### src/ctb_pkg.sv
`default_nettype none

package ctb_pkg;

	// Bank size and derived address width.
	localparam int TIMER_COUNT = 16;
	localparam int ADDR_W      = (TIMER_COUNT > 1) ? $clog2(TIMER_COUNT) : 1;

	// Field widths.
	localparam int CMD_W    = 3;
	localparam int IDX_W    = 4;
	localparam int PERIOD_W = 16;
	localparam int FREQ_W   = 13;
	localparam int COUNT_W  = 16;
	localparam int STATUS_W = 2;

	// Load value arithmetic: (period * freq * 10 + 5) / 10000.
	localparam int PROD_W     = PERIOD_W + FREQ_W;
	localparam int DIVISOR    = 10000;
	localparam int ROUND_BIAS = 5;

	// The load value equals ((period * freq) >> 3) / 125, and the divide by 125
	// is a multiplication by ceil(2^33 / 125) followed by a shift right by 33,
	// exact for every operand below 2^26.
	localparam int MUL_W       = 27;
	localparam int MULP_W      = 2 * MUL_W;
	localparam int PRE_SHIFT   = 3;
	localparam int RECIP_SHIFT = 33;
	localparam logic [MUL_W-1:0] RECIP_MULT = 27'd68719477;

	localparam logic [FREQ_W-1:0] FREQ_RESET = 13'd1000;

	typedef enum logic [CMD_W-1:0] {
		CMD_START = 3'd0,
		CMD_CLOSE = 3'd1,
		CMD_CHECK = 3'd2,
		CMD_TICK  = 3'd3,
		CMD_CLEAR = 3'd4
	} cmd_t;

	typedef enum logic [STATUS_W-1:0] {
		ST_OFF      = 2'd0,
		ST_COUNTING = 2'd1,
		ST_EXPIRED  = 2'd2
	} status_t;

	typedef struct packed {
		logic busy;
		logic done;
	} div_stat_t;

endpackage

`default_nettype wire

### src/ctb_ram.sv
`default_nettype none

module ctb_ram #(
	parameter int WIDTH = 16,
	parameter int DEPTH = 16
) (
	input  wire logic                                          clk,
	input  wire logic                                          we,
	input  wire logic [((DEPTH > 1) ? $clog2(DEPTH) : 1)-1:0] waddr,
	input  wire logic [WIDTH-1:0]                              wdata,
	input  wire logic                                          re,
	input  wire logic [((DEPTH > 1) ? $clog2(DEPTH) : 1)-1:0] raddr,
	output logic      [WIDTH-1:0]                              rdata
);

	logic [WIDTH-1:0] mem_q [DEPTH];

	always_ff @(posedge clk) begin
		if (we) begin
			mem_q[waddr] <= wdata;
		end
		if (re) begin
			rdata <= mem_q[raddr];
		end
	end

endmodule

`default_nettype wire

### src/ctb_div.sv
`default_nettype none

// Computes the low bits of (period * freq * 10 + 5) / 10000 with one shared
// multiplier used twice. Since 10 * x + 5 = 5 * (2 * x + 1) and 2 * x + 1 is
// odd, the quotient equals (x >> 3) / 125, and that divide is done as a
// multiplication by a scaled reciprocal.
module ctb_div (
	input  wire logic                           clk,
	input  wire logic                           arst_n,
	input  wire logic                           start,
	input  wire logic [ctb_pkg::PERIOD_W-1:0]   period_ms,
	input  wire logic [ctb_pkg::FREQ_W-1:0]     tick_frequency_hz,
	output ctb_pkg::div_stat_t                  stat,
	output logic      [ctb_pkg::COUNT_W-1:0]    quotient
);

	typedef enum logic [1:0] {
		D_IDLE  = 2'b01,
		D_RECIP = 2'b10
	} dstate_t;

	dstate_t                            state_q;
	logic [ctb_pkg::MULP_W-1:0]         prod_q;
	logic                               done_q;

	logic [ctb_pkg::MUL_W-1:0]          mul_a;
	logic [ctb_pkg::MUL_W-1:0]          mul_b;
	logic [ctb_pkg::MULP_W-1:0]         mul_p;
	logic                               mul_en;

	// First pass multiplies period by rate, the second pass multiplies the
	// scaled product by the reciprocal of 125.
	assign mul_a = (state_q == D_RECIP)
		? ctb_pkg::MUL_W'(prod_q[ctb_pkg::PROD_W-1:ctb_pkg::PRE_SHIFT])
		: ctb_pkg::MUL_W'(period_ms);
	assign mul_b = (state_q == D_RECIP) ? ctb_pkg::RECIP_MULT
		: ctb_pkg::MUL_W'(tick_frequency_hz);
	assign mul_p  = ctb_pkg::MULP_W'(mul_a) * ctb_pkg::MULP_W'(mul_b);
	assign mul_en = ((state_q == D_IDLE) && start) || (state_q == D_RECIP);

	always_ff @(posedge clk or negedge arst_n) begin
		if (!arst_n) begin
			state_q <= D_IDLE;
			done_q  <= 1'b0;
		end else begin
			done_q <= (state_q == D_RECIP);
			unique case (state_q)
				D_IDLE: begin
					if (start) begin
						state_q <= D_RECIP;
					end
				end
				D_RECIP: begin
					state_q <= D_IDLE;
				end
				default: begin
					state_q <= D_IDLE;
				end
			endcase
		end
	end

	always_ff @(posedge clk) begin
		if (mul_en) begin
			prod_q <= mul_p;
		end
	end

	assign stat.busy = (state_q != D_IDLE);
	assign stat.done = done_q;
	assign quotient  = prod_q[ctb_pkg::RECIP_SHIFT +: ctb_pkg::COUNT_W];

endmodule

`default_nettype wire

### src/countdown_timer_bank.sv
`default_nettype none

// Bank of countdown timers with an enable bit and a 16-bit tick count each.
// Commands arrive as stream transactions on the s_axis group; every command
// produces exactly one result transaction on the m_axis group, holding the
// status (off, counting, expired) and the count of the addressed timer.
// A start loads (period_ms * tick_frequency_hz * 10 + 5) / 10000, low 16 bits.
// The block takes one command at a time and drops s_axis_tready while busy.
// A close, check or clear all goes through a read state and a response
// state before its result reaches the output register; a start first runs
// the shared multiplier twice, and a tick first walks every counter through
// the count memory. The next command is taken once the block is back in idle.
// The output register lets the next command be accepted while a result still
// waits; if the receiver stalls and a second result is ready, the block holds
// it and keeps s_axis_tready low until the register frees.
// The user writes the tick rate register through cfg_wr_en / cfg_wr_data only
// while the block is idle; the block does not enforce it. Reset sets the tick
// rate to 1000 Hz, disables every timer and marks every count as zero through
// per-entry valid bits, so no clearing pass is needed and it is ready at once.
module countdown_timer_bank (
	input  wire logic                          clk,
	input  wire logic                          arst_n,
	input  wire logic                          cfg_wr_en,
	input  wire logic [ctb_pkg::FREQ_W-1:0]    cfg_wr_data,   // tick_frequency_hz
	input  wire logic                          s_axis_tvalid,
	output logic                               s_axis_tready,
	// [2:0] command, [6:3] timer_index, [22:7] period_ms, [23] zero
	input  wire logic [23:0]                   s_axis_tdata,
	output logic                               m_axis_tvalid,
	input  wire logic                          m_axis_tready,
	// [1:0] status, [17:2] remaining_ticks, [23:18] zero
	output logic      [23:0]                   m_axis_tdata
);

	typedef enum logic [4:0] {
		S_IDLE  = 5'b00001,
		S_DIV   = 5'b00010,
		S_SWEEP = 5'b00100,
		S_READ  = 5'b01000,
		S_RESP  = 5'b10000
	} state_t;

	localparam int AW = ctb_pkg::ADDR_W;
	localparam int TC = ctb_pkg::TIMER_COUNT;

	state_t                             state_q;
	logic [ctb_pkg::FREQ_W-1:0]         freq_q;
	logic [TC-1:0]                      en_q;
	logic [TC-1:0]                      vld_q;
	logic [ctb_pkg::IDX_W-1:0]          idx_q;
	logic                               idx_ok_q;
	logic [AW:0]                        sweep_q;
	logic                               wb_s1;
	logic [AW-1:0]                      wb_addr_s1;
	logic                               out_valid_q;
	ctb_pkg::status_t                   out_status_q;
	logic [ctb_pkg::COUNT_W-1:0]        out_ticks_q;

	logic                               in_acc;
	ctb_pkg::cmd_t                      in_cmd;
	logic [ctb_pkg::IDX_W-1:0]          in_idx;
	logic [ctb_pkg::PERIOD_W-1:0]       in_period;
	logic                               in_ok;
	logic [AW-1:0]                      in_addr;
	logic [AW-1:0]                      addr;

	logic                               ram_we;
	logic [AW-1:0]                      ram_waddr;
	logic [ctb_pkg::COUNT_W-1:0]        ram_wdata;
	logic                               ram_re;
	logic [AW-1:0]                      ram_raddr;
	logic [ctb_pkg::COUNT_W-1:0]        ram_rdata;

	logic                               sweep_live;
	logic                               div_start;
	ctb_pkg::div_stat_t                 div_stat;
	logic [ctb_pkg::COUNT_W-1:0]        div_quot;

	logic [ctb_pkg::COUNT_W-1:0]        rd_count;
	ctb_pkg::status_t                   rd_status;

	// Input unpacking.
	assign in_acc    = s_axis_tvalid && s_axis_tready;
	assign in_cmd    = ctb_pkg::cmd_t'(s_axis_tdata[2:0]);
	assign in_idx    = s_axis_tdata[6:3];
	assign in_period = s_axis_tdata[22:7];
	assign in_ok     = ({2'b00, in_idx} < 6'(TC));
	assign in_addr   = AW'(in_idx);
	assign addr      = AW'(idx_q);

	assign s_axis_tready = (state_q == S_IDLE);
	assign div_start     = in_acc && (in_cmd == ctb_pkg::CMD_START);

	ctb_div u_div (
		.clk               (clk),
		.arst_n            (arst_n),
		.start             (div_start),
		.period_ms         (in_period),
		.tick_frequency_hz (freq_q),
		.stat              (div_stat),
		.quotient          (div_quot)
	);

	// The tick sweep reads one counter per cycle and in the same cycle writes
	// the previous one back, decremented, unless it is invalid or already zero.
	assign sweep_live = (state_q == S_SWEEP) && (sweep_q < (AW + 1)'(TC));
	assign ram_re     = (state_q == S_READ) || sweep_live;
	assign ram_raddr  = (state_q == S_SWEEP) ? sweep_q[AW-1:0] : addr;

	always_comb begin
		ram_we    = 1'b0;
		ram_waddr = addr;
		ram_wdata = div_quot;
		if (state_q == S_DIV) begin
			ram_we = div_stat.done && idx_ok_q;
		end else if (state_q == S_SWEEP) begin
			ram_waddr = wb_addr_s1;
			ram_wdata = ram_rdata - ctb_pkg::COUNT_W'(1);
			ram_we    = wb_s1 && vld_q[wb_addr_s1] && (ram_rdata != '0);
		end
	end

	ctb_ram #(
		.WIDTH (ctb_pkg::COUNT_W),
		.DEPTH (TC)
	) u_ram (
		.clk   (clk),
		.we    (ram_we),
		.waddr (ram_waddr),
		.wdata (ram_wdata),
		.re    (ram_re),
		.raddr (ram_raddr),
		.rdata (ram_rdata)
	);

	// A counter that was never written since reset, close or clear all reads
	// as zero.
	always_comb begin
		rd_count  = vld_q[addr] ? ram_rdata : '0;
		rd_status = ctb_pkg::ST_COUNTING;
		if (!idx_ok_q) begin
			rd_count  = '0;
			rd_status = ctb_pkg::ST_OFF;
		end else if (!en_q[addr]) begin
			rd_status = ctb_pkg::ST_OFF;
		end else if (rd_count == '0) begin
			rd_status = ctb_pkg::ST_EXPIRED;
		end
	end

	always_ff @(posedge clk or negedge arst_n) begin
		if (!arst_n) begin
			freq_q <= ctb_pkg::FREQ_RESET;
		end else if (cfg_wr_en) begin
			freq_q <= cfg_wr_data;
		end
	end

	always_ff @(posedge clk or negedge arst_n) begin
		if (!arst_n) begin
			state_q     <= S_IDLE;
			en_q        <= '0;
			vld_q       <= '0;
			sweep_q     <= '0;
			wb_s1       <= 1'b0;
			out_valid_q <= 1'b0;
		end else begin
			// The output register stays full until taken and is refilled by a
			// pending result as soon as it is free.
			out_valid_q <= (out_valid_q && !m_axis_tready)
				|| (state_q == S_RESP && (!out_valid_q || m_axis_tready));
			wb_s1 <= sweep_live;
			unique case (state_q)
				S_IDLE: begin
					if (in_acc) begin
						unique case (in_cmd)
							ctb_pkg::CMD_START: begin
								state_q <= S_DIV;
							end
							ctb_pkg::CMD_TICK: begin
								sweep_q <= '0;
								state_q <= S_SWEEP;
							end
							ctb_pkg::CMD_CLOSE: begin
								if (in_ok) begin
									en_q[in_addr]  <= 1'b0;
									vld_q[in_addr] <= 1'b0;
								end
								state_q <= S_READ;
							end
							ctb_pkg::CMD_CLEAR: begin
								en_q    <= '0;
								vld_q   <= '0;
								state_q <= S_READ;
							end
							default: begin
								state_q <= S_READ;
							end
						endcase
					end
				end
				S_DIV: begin
					if (div_stat.done) begin
						if (idx_ok_q) begin
							en_q[addr]  <= 1'b1;
							vld_q[addr] <= 1'b1;
						end
						state_q <= S_READ;
					end
				end
				S_SWEEP: begin
					if (sweep_live) begin
						sweep_q <= sweep_q + (AW + 1)'(1);
					end else begin
						state_q <= S_READ;
					end
				end
				S_READ: begin
					state_q <= S_RESP;
				end
				S_RESP: begin
					if (!out_valid_q || m_axis_tready) begin
						state_q <= S_IDLE;
					end
				end
				default: begin
					state_q <= S_IDLE;
				end
			endcase
		end
	end

	// Payload registers.
	always_ff @(posedge clk) begin
		if (in_acc) begin
			idx_q    <= in_idx;
			idx_ok_q <= in_ok;
		end
		if (state_q == S_SWEEP) begin
			wb_addr_s1 <= sweep_q[AW-1:0];
		end
		if (state_q == S_RESP && (!out_valid_q || m_axis_tready)) begin
			out_status_q <= rd_status;
			out_ticks_q  <= rd_count;
		end
	end

	assign m_axis_tvalid = out_valid_q;
	assign m_axis_tdata  = {6'b000000, out_ticks_q, out_status_q};

	// A command is worked on alone: nothing is taken in the cycle after one is.
	a_busy_after_accept: assert property (@(posedge clk) disable iff (!arst_n)
		in_acc |=> !s_axis_tready)
		else $error("input accepted back to back");

	// Counts are written only when a start finishes or during a tick sweep.
	a_ram_write_state: assert property (@(posedge clk) disable iff (!arst_n)
		ram_we |-> (state_q == S_DIV || state_q == S_SWEEP))
		else $error("count memory written outside start or tick");

	// The divider only runs on behalf of a start command.
	a_div_owned: assert property (@(posedge clk) disable iff (!arst_n)
		div_stat.busy |-> (state_q == S_DIV))
		else $error("divider busy outside start handling");

	// The sweep never reads the entry it is writing back.
	a_sweep_no_clash: assert property (@(posedge clk) disable iff (!arst_n)
		(ram_we && ram_re) |-> (ram_waddr != ram_raddr))
		else $error("count memory read and written at one address");

	// A finished result waits while the output register is still full.
	a_resp_holds: assert property (@(posedge clk) disable iff (!arst_n)
		(state_q == S_RESP && out_valid_q && !m_axis_tready) |=> (state_q == S_RESP))
		else $error("result dropped while output stalled");

endmodule

`default_nettype wire
### config.mk
export PLATFORM = sky130hd
export DESIGN_NAME = countdown_timer_bank
export DESIGN_NICKNAME = d
export VERILOG_FILES = /design/src/ctb_pkg.sv /design/src/ctb_ram.sv /design/src/ctb_div.sv /design/src/countdown_timer_bank.sv
export SDC_FILE = /design/constraint.sdc
export NUM_CORES = 1
export LEC_CHECK = 0
export BUFFER_PORTS_ARGS = -buffer_cell sky130_fd_sc_hd__buf_2
export CAP_MARGIN = 20
export CORE_MARGIN = 2
export CORE_UTILIZATION = 40
export DETAILED_ROUTE_END_ITERATION = 8
export GPL_TIMING_DRIVEN = 0
export PLACE_DENSITY_LB_ADDON = 0.08
export SETUP_SLACK_MARGIN = 0.1
export SLEW_MARGIN = 20
export SYNTH_ARGS = -nofsm -noshare
export SYNTH_HDL_FRONTEND = slang
export SYNTH_HIERARCHICAL = 1
export SYNTH_SLANG_ARGS = --single-unit
export TNS_END_PERCENT = 1
### constraint.sdc
create_clock -name clk -period 11.26 [get_ports clk]
set_input_delay 0 -clock clk [delete_from_list [all_inputs] [get_ports clk]]
set_output_delay 0 -clock clk [all_outputs]
set_load 0.01 [all_outputs]
==> results of run 1 <==
## placed cells by master (no fill, tap or decap), types with 52 or more instances in the layout
cell type / n
edfxtp_1: 340
mux4_2: 67
nand2_1: 218
fa_1: 344
buf_2: 73
conb_1: 56
clkbuf_1: 74
nor2_1: 124
ha_1: 246
a21oi_1: 69
inv_1: 581
and3_1: 55
o21ai_0: 56
dfrtp_1: 52
## stage by stage
step | hold WS, ns | std cells
floorplan | -0.296 | 2795
global placement | 0.234 | 3905
detailed placement | -0.149 | 3927
CTS | 0.0805 | 4046
global route | 0.134 | 4046
finish | 0.114 | 4046
## layout make-up
type	instances	area, um^2
multi-input combinational	1685	17500
timing repair buffer	112	822
buffer	128	647
sequential	400	11700
inverter	582	2180
clock inverter	35	317
fill	7413	42900
tap	1050	1310
clock buffer	54	1240
## metal layers
| layer | vias to the layer above | global-route usage [%] |
|---|---|---|
| li1 | 9421 | - |
| met1 | 10700 | 27.8 |
| met2 | 538 | 42.0 |
| met3 | 172 | 2.96 |
| met4 | 0 | 9.07 |
| met5 | - | 0 |
## flip-flops by register name, indices dropped and copies added (netlist names)
register       cells
en_q              16
u_div/state_q      2
out_status_q       2
m_axis_tvalid      1
u_ram/rdata       16
out_ticks_q       16
u_ram/mem_q      256
state_q            5
freq_q            13
wb_addr_s1         4
u_div/done_q       1
vld_q             16
addr               4
wb_s1              1
sweep_q            5
u_div/prod_q      42
## how the worst max path moves through the flow
stage | to | slack [ns] | cells past startpoint
after global placement | u_div/prod_q[48] | 1.67 | 30
after global routing | u_div/prod_q[45] | 1.29 | 30
after floorplan | u_div/prod_q[45] | 3.96 | 25
after detailed placement | u_div/prod_q[48] | 1.64 | 29
final | u_div/prod_q[44] | 1.74 | 30
after CTS | u_div/prod_q[48] | 1.71 | 30
## timing repair
item / in CTS / in global routing
endpoints found under the hold margin: 105 / 0
resized for setup: 0 / 0
hold buffers: 30 / 0
## report_power, final
group | leakage [nW] | internal, W | switching (W)
Clock | 0.764 | 0.000874 | 0.000666
Sequential | 3.78 | 0.00199 | 0.0000961
Combinational | 11.8 | 0.00251 | 0.00402
## worst min-delay path, cell delays in order
cell and delay, ns:
buf_2 0.12, buf_1 0.26, mux2_2 0.30
==> results.sh, run 1 <==
export IMPL_status="finished clean"
export IMPL_cp_top_family="adder cells"
export IMPL_grt_max_degree=51
export IMPL_drv_slew=0
export IMPL_holdCritStartpoint="cfg_wr_en"
export IMPL_powerDensity_mw_per_mm2=284
export IMPL_num_antenna_cells=0
export IMPL_timing_rr_start="u_div/state_q[0]"
export IMPL_tightest_slew_ns=1.04
export IMPL_grt_pass1_vias=22900
export IMPL_slowest_stage="clkbuf_1"
export IMPL_relSlewSlack_pct=30.0
export IMPL_critPathBufInv=11
export IMPL_route_met3_wl_mm=4.11
export IMPL_core_area_mm2=0.0787
export IMPL_syn_inst=2742
export IMPL_drt_wl_total_mm=91.7
export IMPL_slowest_delay_ns=0.65
export IMPL_antenna_found_initial=0
export IMPL_overflow=0
export IMPL_path_class="reg2reg"
export IMPL_fmax_mhz=105
export IMPL_clkLatencyLatePin_ns=0.63
export IMPL_end_kind="flip-flop"
export IMPL_cts_buffers=48
export IMPL_hold_depth=3
export IMPL_routedWlPerCell_um=22.7
export IMPL_finalHoldViolations=0
export IMPL_fin_crit_sh_pct=84.6
export IMPL_areaGrowthSynthToFinish_pct=12.7
export IMPL_cts_num_sinks=400
export IMPL_power_leakage_nw=16.3
export IMPL_drive_gt1_share_pct=11.6
export IMPL_num_rows=103
export IMPL_die_x_um=286
export IMPL_ant_nets=0
export IMPL_place_congestion=0.967
export IMPL_dr_first_iter_drc_count=1287
export IMPL_fin_nets=3589
export IMPL_fin_area_mm2=0.0358
export IMPL_pre_cts_ws_ns=1.64
export IMPL_clock_root_buffer="clkbuf_16"
export IMPL_post_cts_repair_setup_buffers=0
export IMPL_critPathArrivalTime_ns=9.89
export IMPL_crit_required_ns=11.63
export IMPL_dpl_cell_area_mm2=0.0339
export IMPL_whs_endpoint="freq_q[12]"
export IMPL_r2r_slack_ns=1.74
export IMPL_final_setup_viol_count=0
export IMPL_rsz0062_at_grt="no"
export IMPL_cts_htree_levels=2
export IMPL_critical_path_peak_fanout=10
export IMPL_min_period_ns=9.52
export IMPL_startpoint="u_div/state_q[0]"
export IMPL_dieHeight_um=286
export IMPL_grt_pass1_wl_mm=140
export IMPL_dpl_hpwl_mm=72.8
export IMPL_synth_warning_count=6
export IMPL_viasPerCell=5.15
export IMPL_setup_worst_path_start_class="flip-flop"
export IMPL_rr_worst_depth=30
export IMPL_utilization_pct=45.5
export IMPL_cts_tree="done"
export IMPL_peakVddDrop_v=0.000449
export IMPL_max_cap_violations=0
export IMPL_track_usage_pct=23.1
export IMPL_numPortBuffers=60
export IMPL_r2r_end="u_div/prod_q[44]"
export IMPL_netlist_area_mm2=0.0318
export IMPL_setup_ws_ns=1.74
export IMPL_start_util_pct=40.3
export IMPL_ios=68
export IMPL_fin_setup_tns_ns=0
export IMPL_route_detailed_drc=0
export IMPL_wl_met1_mm=36.4
export IMPL_max_clock_path_buffers=3
export IMPL_synth_area_per_cell_um2=11.6
export IMPL_vias=20900
export IMPL_fin_skew_ns=0.0523
export IMPL_hold_path_class="in2reg"
export IMPL_top_layer="met4"
export IMPL_dr_pass1_iters=5
export IMPL_wl_met2_mm=47.2
export IMPL_cts_clk_slew_worst_paths_ns=0.06
export IMPL_finalPower_w=0.0102
export IMPL_die_area_mm2=0.0817
No activity file was read; power rests on OpenSTA's default activity.
==> run 2: changes to the inputs <==
ABC_AREA = 1   (was unset)
clock period = 7.9 ns   (was 11.26 ns; I/O delays follow)
==> run 2 against run 1 <==
Effect of this change:
- design area up 10%
- total power up 58%
- count of clock-buffer cells in the layout up 6
- cell count up 37%
- non-clock buffer count down 9
- synthesized cell count up 50%
- clock power up 41%
==> results.sh, run 2 <==
export IMPL_synth_warning_count=6
export IMPL_seqPwrFrac_pct=17.9
export IMPL_critical_path_peak_fanout=6
export IMPL_rsz0062_at_grt="yes"
export IMPL_die_area_mm2=0.0903
export IMPL_grt_pass1_vias=27400
export IMPL_numPortBuffers=60
export IMPL_grt_max_degree=43
export IMPL_synthTopCellsByCount="inv_1, nand2_1, fa_1, edfxtp_1, nor2_1"
export IMPL_netSwitchingPower_w=0.00843
export IMPL_dr_pass1_iters=5
export IMPL_clkLatencyLatePin_ns=0.61
export IMPL_drv_slew=0
export IMPL_route_detailed_drc=0
export IMPL_r2r_slack_ns=0.45
export IMPL_utilization_pct=45.5
export IMPL_path_class="reg2reg"
export IMPL_dr_first_iter_drc_count=1885
export IMPL_rr_worst_depth=28
export IMPL_fmax_mhz=134
export IMPL_power_leakage_nw=20.2
export IMPL_cp_top_family="adder cells"
export IMPL_fin_nets=4963
export IMPL_syn_inst=4111
export IMPL_num_rows=108
export IMPL_routedWlPerCell_um=19.3
export IMPL_synthTopCellsByArea="edfxtp_1, fa_1, inv_1"
export IMPL_synth_cell_types=45
export IMPL_synth_seq_area_share_pct=33.3
export IMPL_status="finished clean"
export IMPL_crit_path_frequent_cell="fa_1"
export IMPL_cts_buffers=49
export IMPL_holdCritStartpoint="s_axis_tdata[0]"
export IMPL_whs_endpoint="en_q[15]"
export IMPL_finalHoldViolations=0
export IMPL_synthArstFlopShare_pct=15.0
export IMPL_timing_rr_start="u_div/state_q[0]"
export IMPL_viasPerCell=4.78
export IMPL_die_x_um=301
export IMPL_synth_ff_type="edfxtp_1"
export IMPL_nFillCells=8763
export IMPL_netlist_area_mm2=0.0352
export IMPL_top_register="u_ram/mem_q"
export IMPL_relSlewSlack_pct=40.0
export IMPL_place_congestion=0.924
export IMPL_intPower_w=0.00767
export IMPL_overflow=0
export IMPL_grt_pass1_wl_mm=165
export IMPL_synth_top_area_share_pct=29.0
export IMPL_hold_depth=8
export IMPL_core_area_mm2=0.0869
export IMPL_powerDensity_mw_per_mm2=407
export IMPL_clock_root_buffer="clkbuf_16"
export IMPL_reg_largest_list="u_ram/mem_q x256, u_div/prod_q x42"
export IMPL_cts_clk_slew_worst_paths_ns=0.06
export IMPL_dpl_hpwl_mm=85.5
export IMPL_cts_tree="done"
export IMPL_areaGrowthSynthToFinish_pct=12.4
export IMPL_vias=26400
export IMPL_hold_path_class="in2reg"
export IMPL_pwr_share_clk_pct=13.5
export IMPL_synth_area_per_cell_um2=8.56
export IMPL_start_util_pct=40.5
export IMPL_peakVddDrop_v=0.000547
export IMPL_mostFrequentLayoutCells="inv_1, nand2_1, fa_1"
export IMPL_pre_cts_ws_ns=0.150
export IMPL_setup_worst_path_start_class="flip-flop"
export IMPL_yosysMostFrequentCell="inv_1"
export IMPL_fin_crit_sh_pct=94.3
export IMPL_end_kind="flip-flop"
export IMPL_combPwrFrac_pct=68.6
export IMPL_max_cap_violations=0
export IMPL_fin_setup_tns_ns=0
export IMPL_slowest_delay_ns=0.56
export IMPL_r2r_end="u_div/prod_q[39]"
export IMPL_p_sw_share_pct=52.4
export IMPL_crit_required_ns=8.17
export IMPL_largest_reg_flops=256
export IMPL_critPathArrivalTime_ns=7.72
export IMPL_yosysTopAreaCell="edfxtp_1"
export IMPL_holdWs_ns=0.100
export IMPL_min_period_ns=7.45
export IMPL_ios=68
export IMPL_tightest_slew_ns=0.897
export IMPL_drt_wl_total_mm=107
export IMPL_max_clock_path_buffers=3
export IMPL_synth_edf_count=340
export IMPL_cts_num_sinks=400
export IMPL_ys_ff_latch=400
export IMPL_cts_htree_levels=2
export IMPL_dieHeight_um=301
export IMPL_track_usage_pct=24.4
export IMPL_mostFrequentLayoutCell="inv_1"
export IMPL_fin_skew_ns=0.0172
export IMPL_ant_nets=0
export IMPL_antenna_found_initial=3
export IMPL_setup_ws_ns=0.450
export IMPL_critPathBufInv=8
export IMPL_final_setup_viol_count=0
export IMPL_drive_gt1_share_pct=10.4
export IMPL_slowest_stage="dfstp_2"
export IMPL_finalPower_w=0.0161
run 2: worst max path at each step:
stage / start / to / depth (start not counted)
floorplan: u_div/state_q[0] / u_div/prod_q[36] / 32
global placement: u_div/state_q[0] / u_div/prod_q[39] / 32
detailed placement: u_div/state_q[0] / u_div/prod_q[39] / 28
CTS: u_div/state_q[0] / u_div/prod_q[35] / 29
global route: u_div/state_q[1] / u_div/prod_q[39] / 29
finish: u_div/state_q[0] / u_div/prod_q[39] / 28
run 2: cells by family (layout without fill, tap and decap cells):
| family | Yosys count | count (layout) | synth area share, % |
|---|---|---|---|
| buffers and inverters | 1174 | 1382 | 13.5 |
| adders and majority gates | 590 | 590 | 28.3 |
| AOI/OAI and AO/OA | 192 | 192 | 3.18 |
| xor gates and xnor gates | 30 | 30 | 0.747 |
| and+or+nand+nor | 1709 | 1709 | 20.5 |
| DFF | 400 | 400 | 33.3 |
| other | 3 | 57 | 0.0320 |
| muxes | 13 | 13 | 0.416 |
run 2: final cells by class:
class | instances | area, um^2 | share of cell area (%)
Antenna cell | 1 | 2.50 | 0.00633
Buffer | 115 | 768 | 1.94
Clock buffer | 60 | 1300 | 3.29
Clock inverter | 32 | 251 | 0.636
Inverter | 1059 | 3990 | 10.1
Multi-Input combinational cell | 2590 | 19100 | 48.4
Sequential cell | 400 | 11700 | 29.7
Tap cell | 1155 | 1450 | 3.66
Timing Repair Buffer | 116 | 902 | 2.28
run 2: what timing repair did:
item / in CTS / in global routing
hold endpoints to repair: 119 / 0
hold buffers: 29 / 0
endpoints found under the setup margin: 0 / 17
setup buffers: 0 / 6
resized for setup: 0 / 19
run 2: worst min-delay path, delay by kind of cell:
kind,cells,cell delay (ns)
AOI/OAI and AO/OA,2,0.22
and+or+nand+nor,4,0.27
buffers and inverters,2,0.18
run 2: through the flow:
step,instance area [um^2],instances
after floorplan,35400,4164
after global placement,37100,5379
after CTS,39400,5521
after detailed placement,37500,5400
after global routing,39500,5527
final,39500,5528
run 2: per-layer routing:
metal  wire length, um  global-route usage (%)  vias up
met5                 0                       0        -
met4              3380                    7.23        0
met3              5380                    2.50      142
met2             49900                    40.5      644
met1             47800                    33.7    12800
li1                  -                       -    12800
run 2: power groups by stage:
stage | Combinational, W | Clock, W | Sequential [W]
floorplan | 0.00784 | 0 | 0.00289
global placement | 0.0110 | 0 | 0.00293
detailed placement | 0.0110 | 0 | 0.00293
CTS | 0.0111 | 0.00223 | 0.00289
global route | 0.0125 | 0.00230 | 0.00290
finish | 0.0110 | 0.00217 | 0.00289
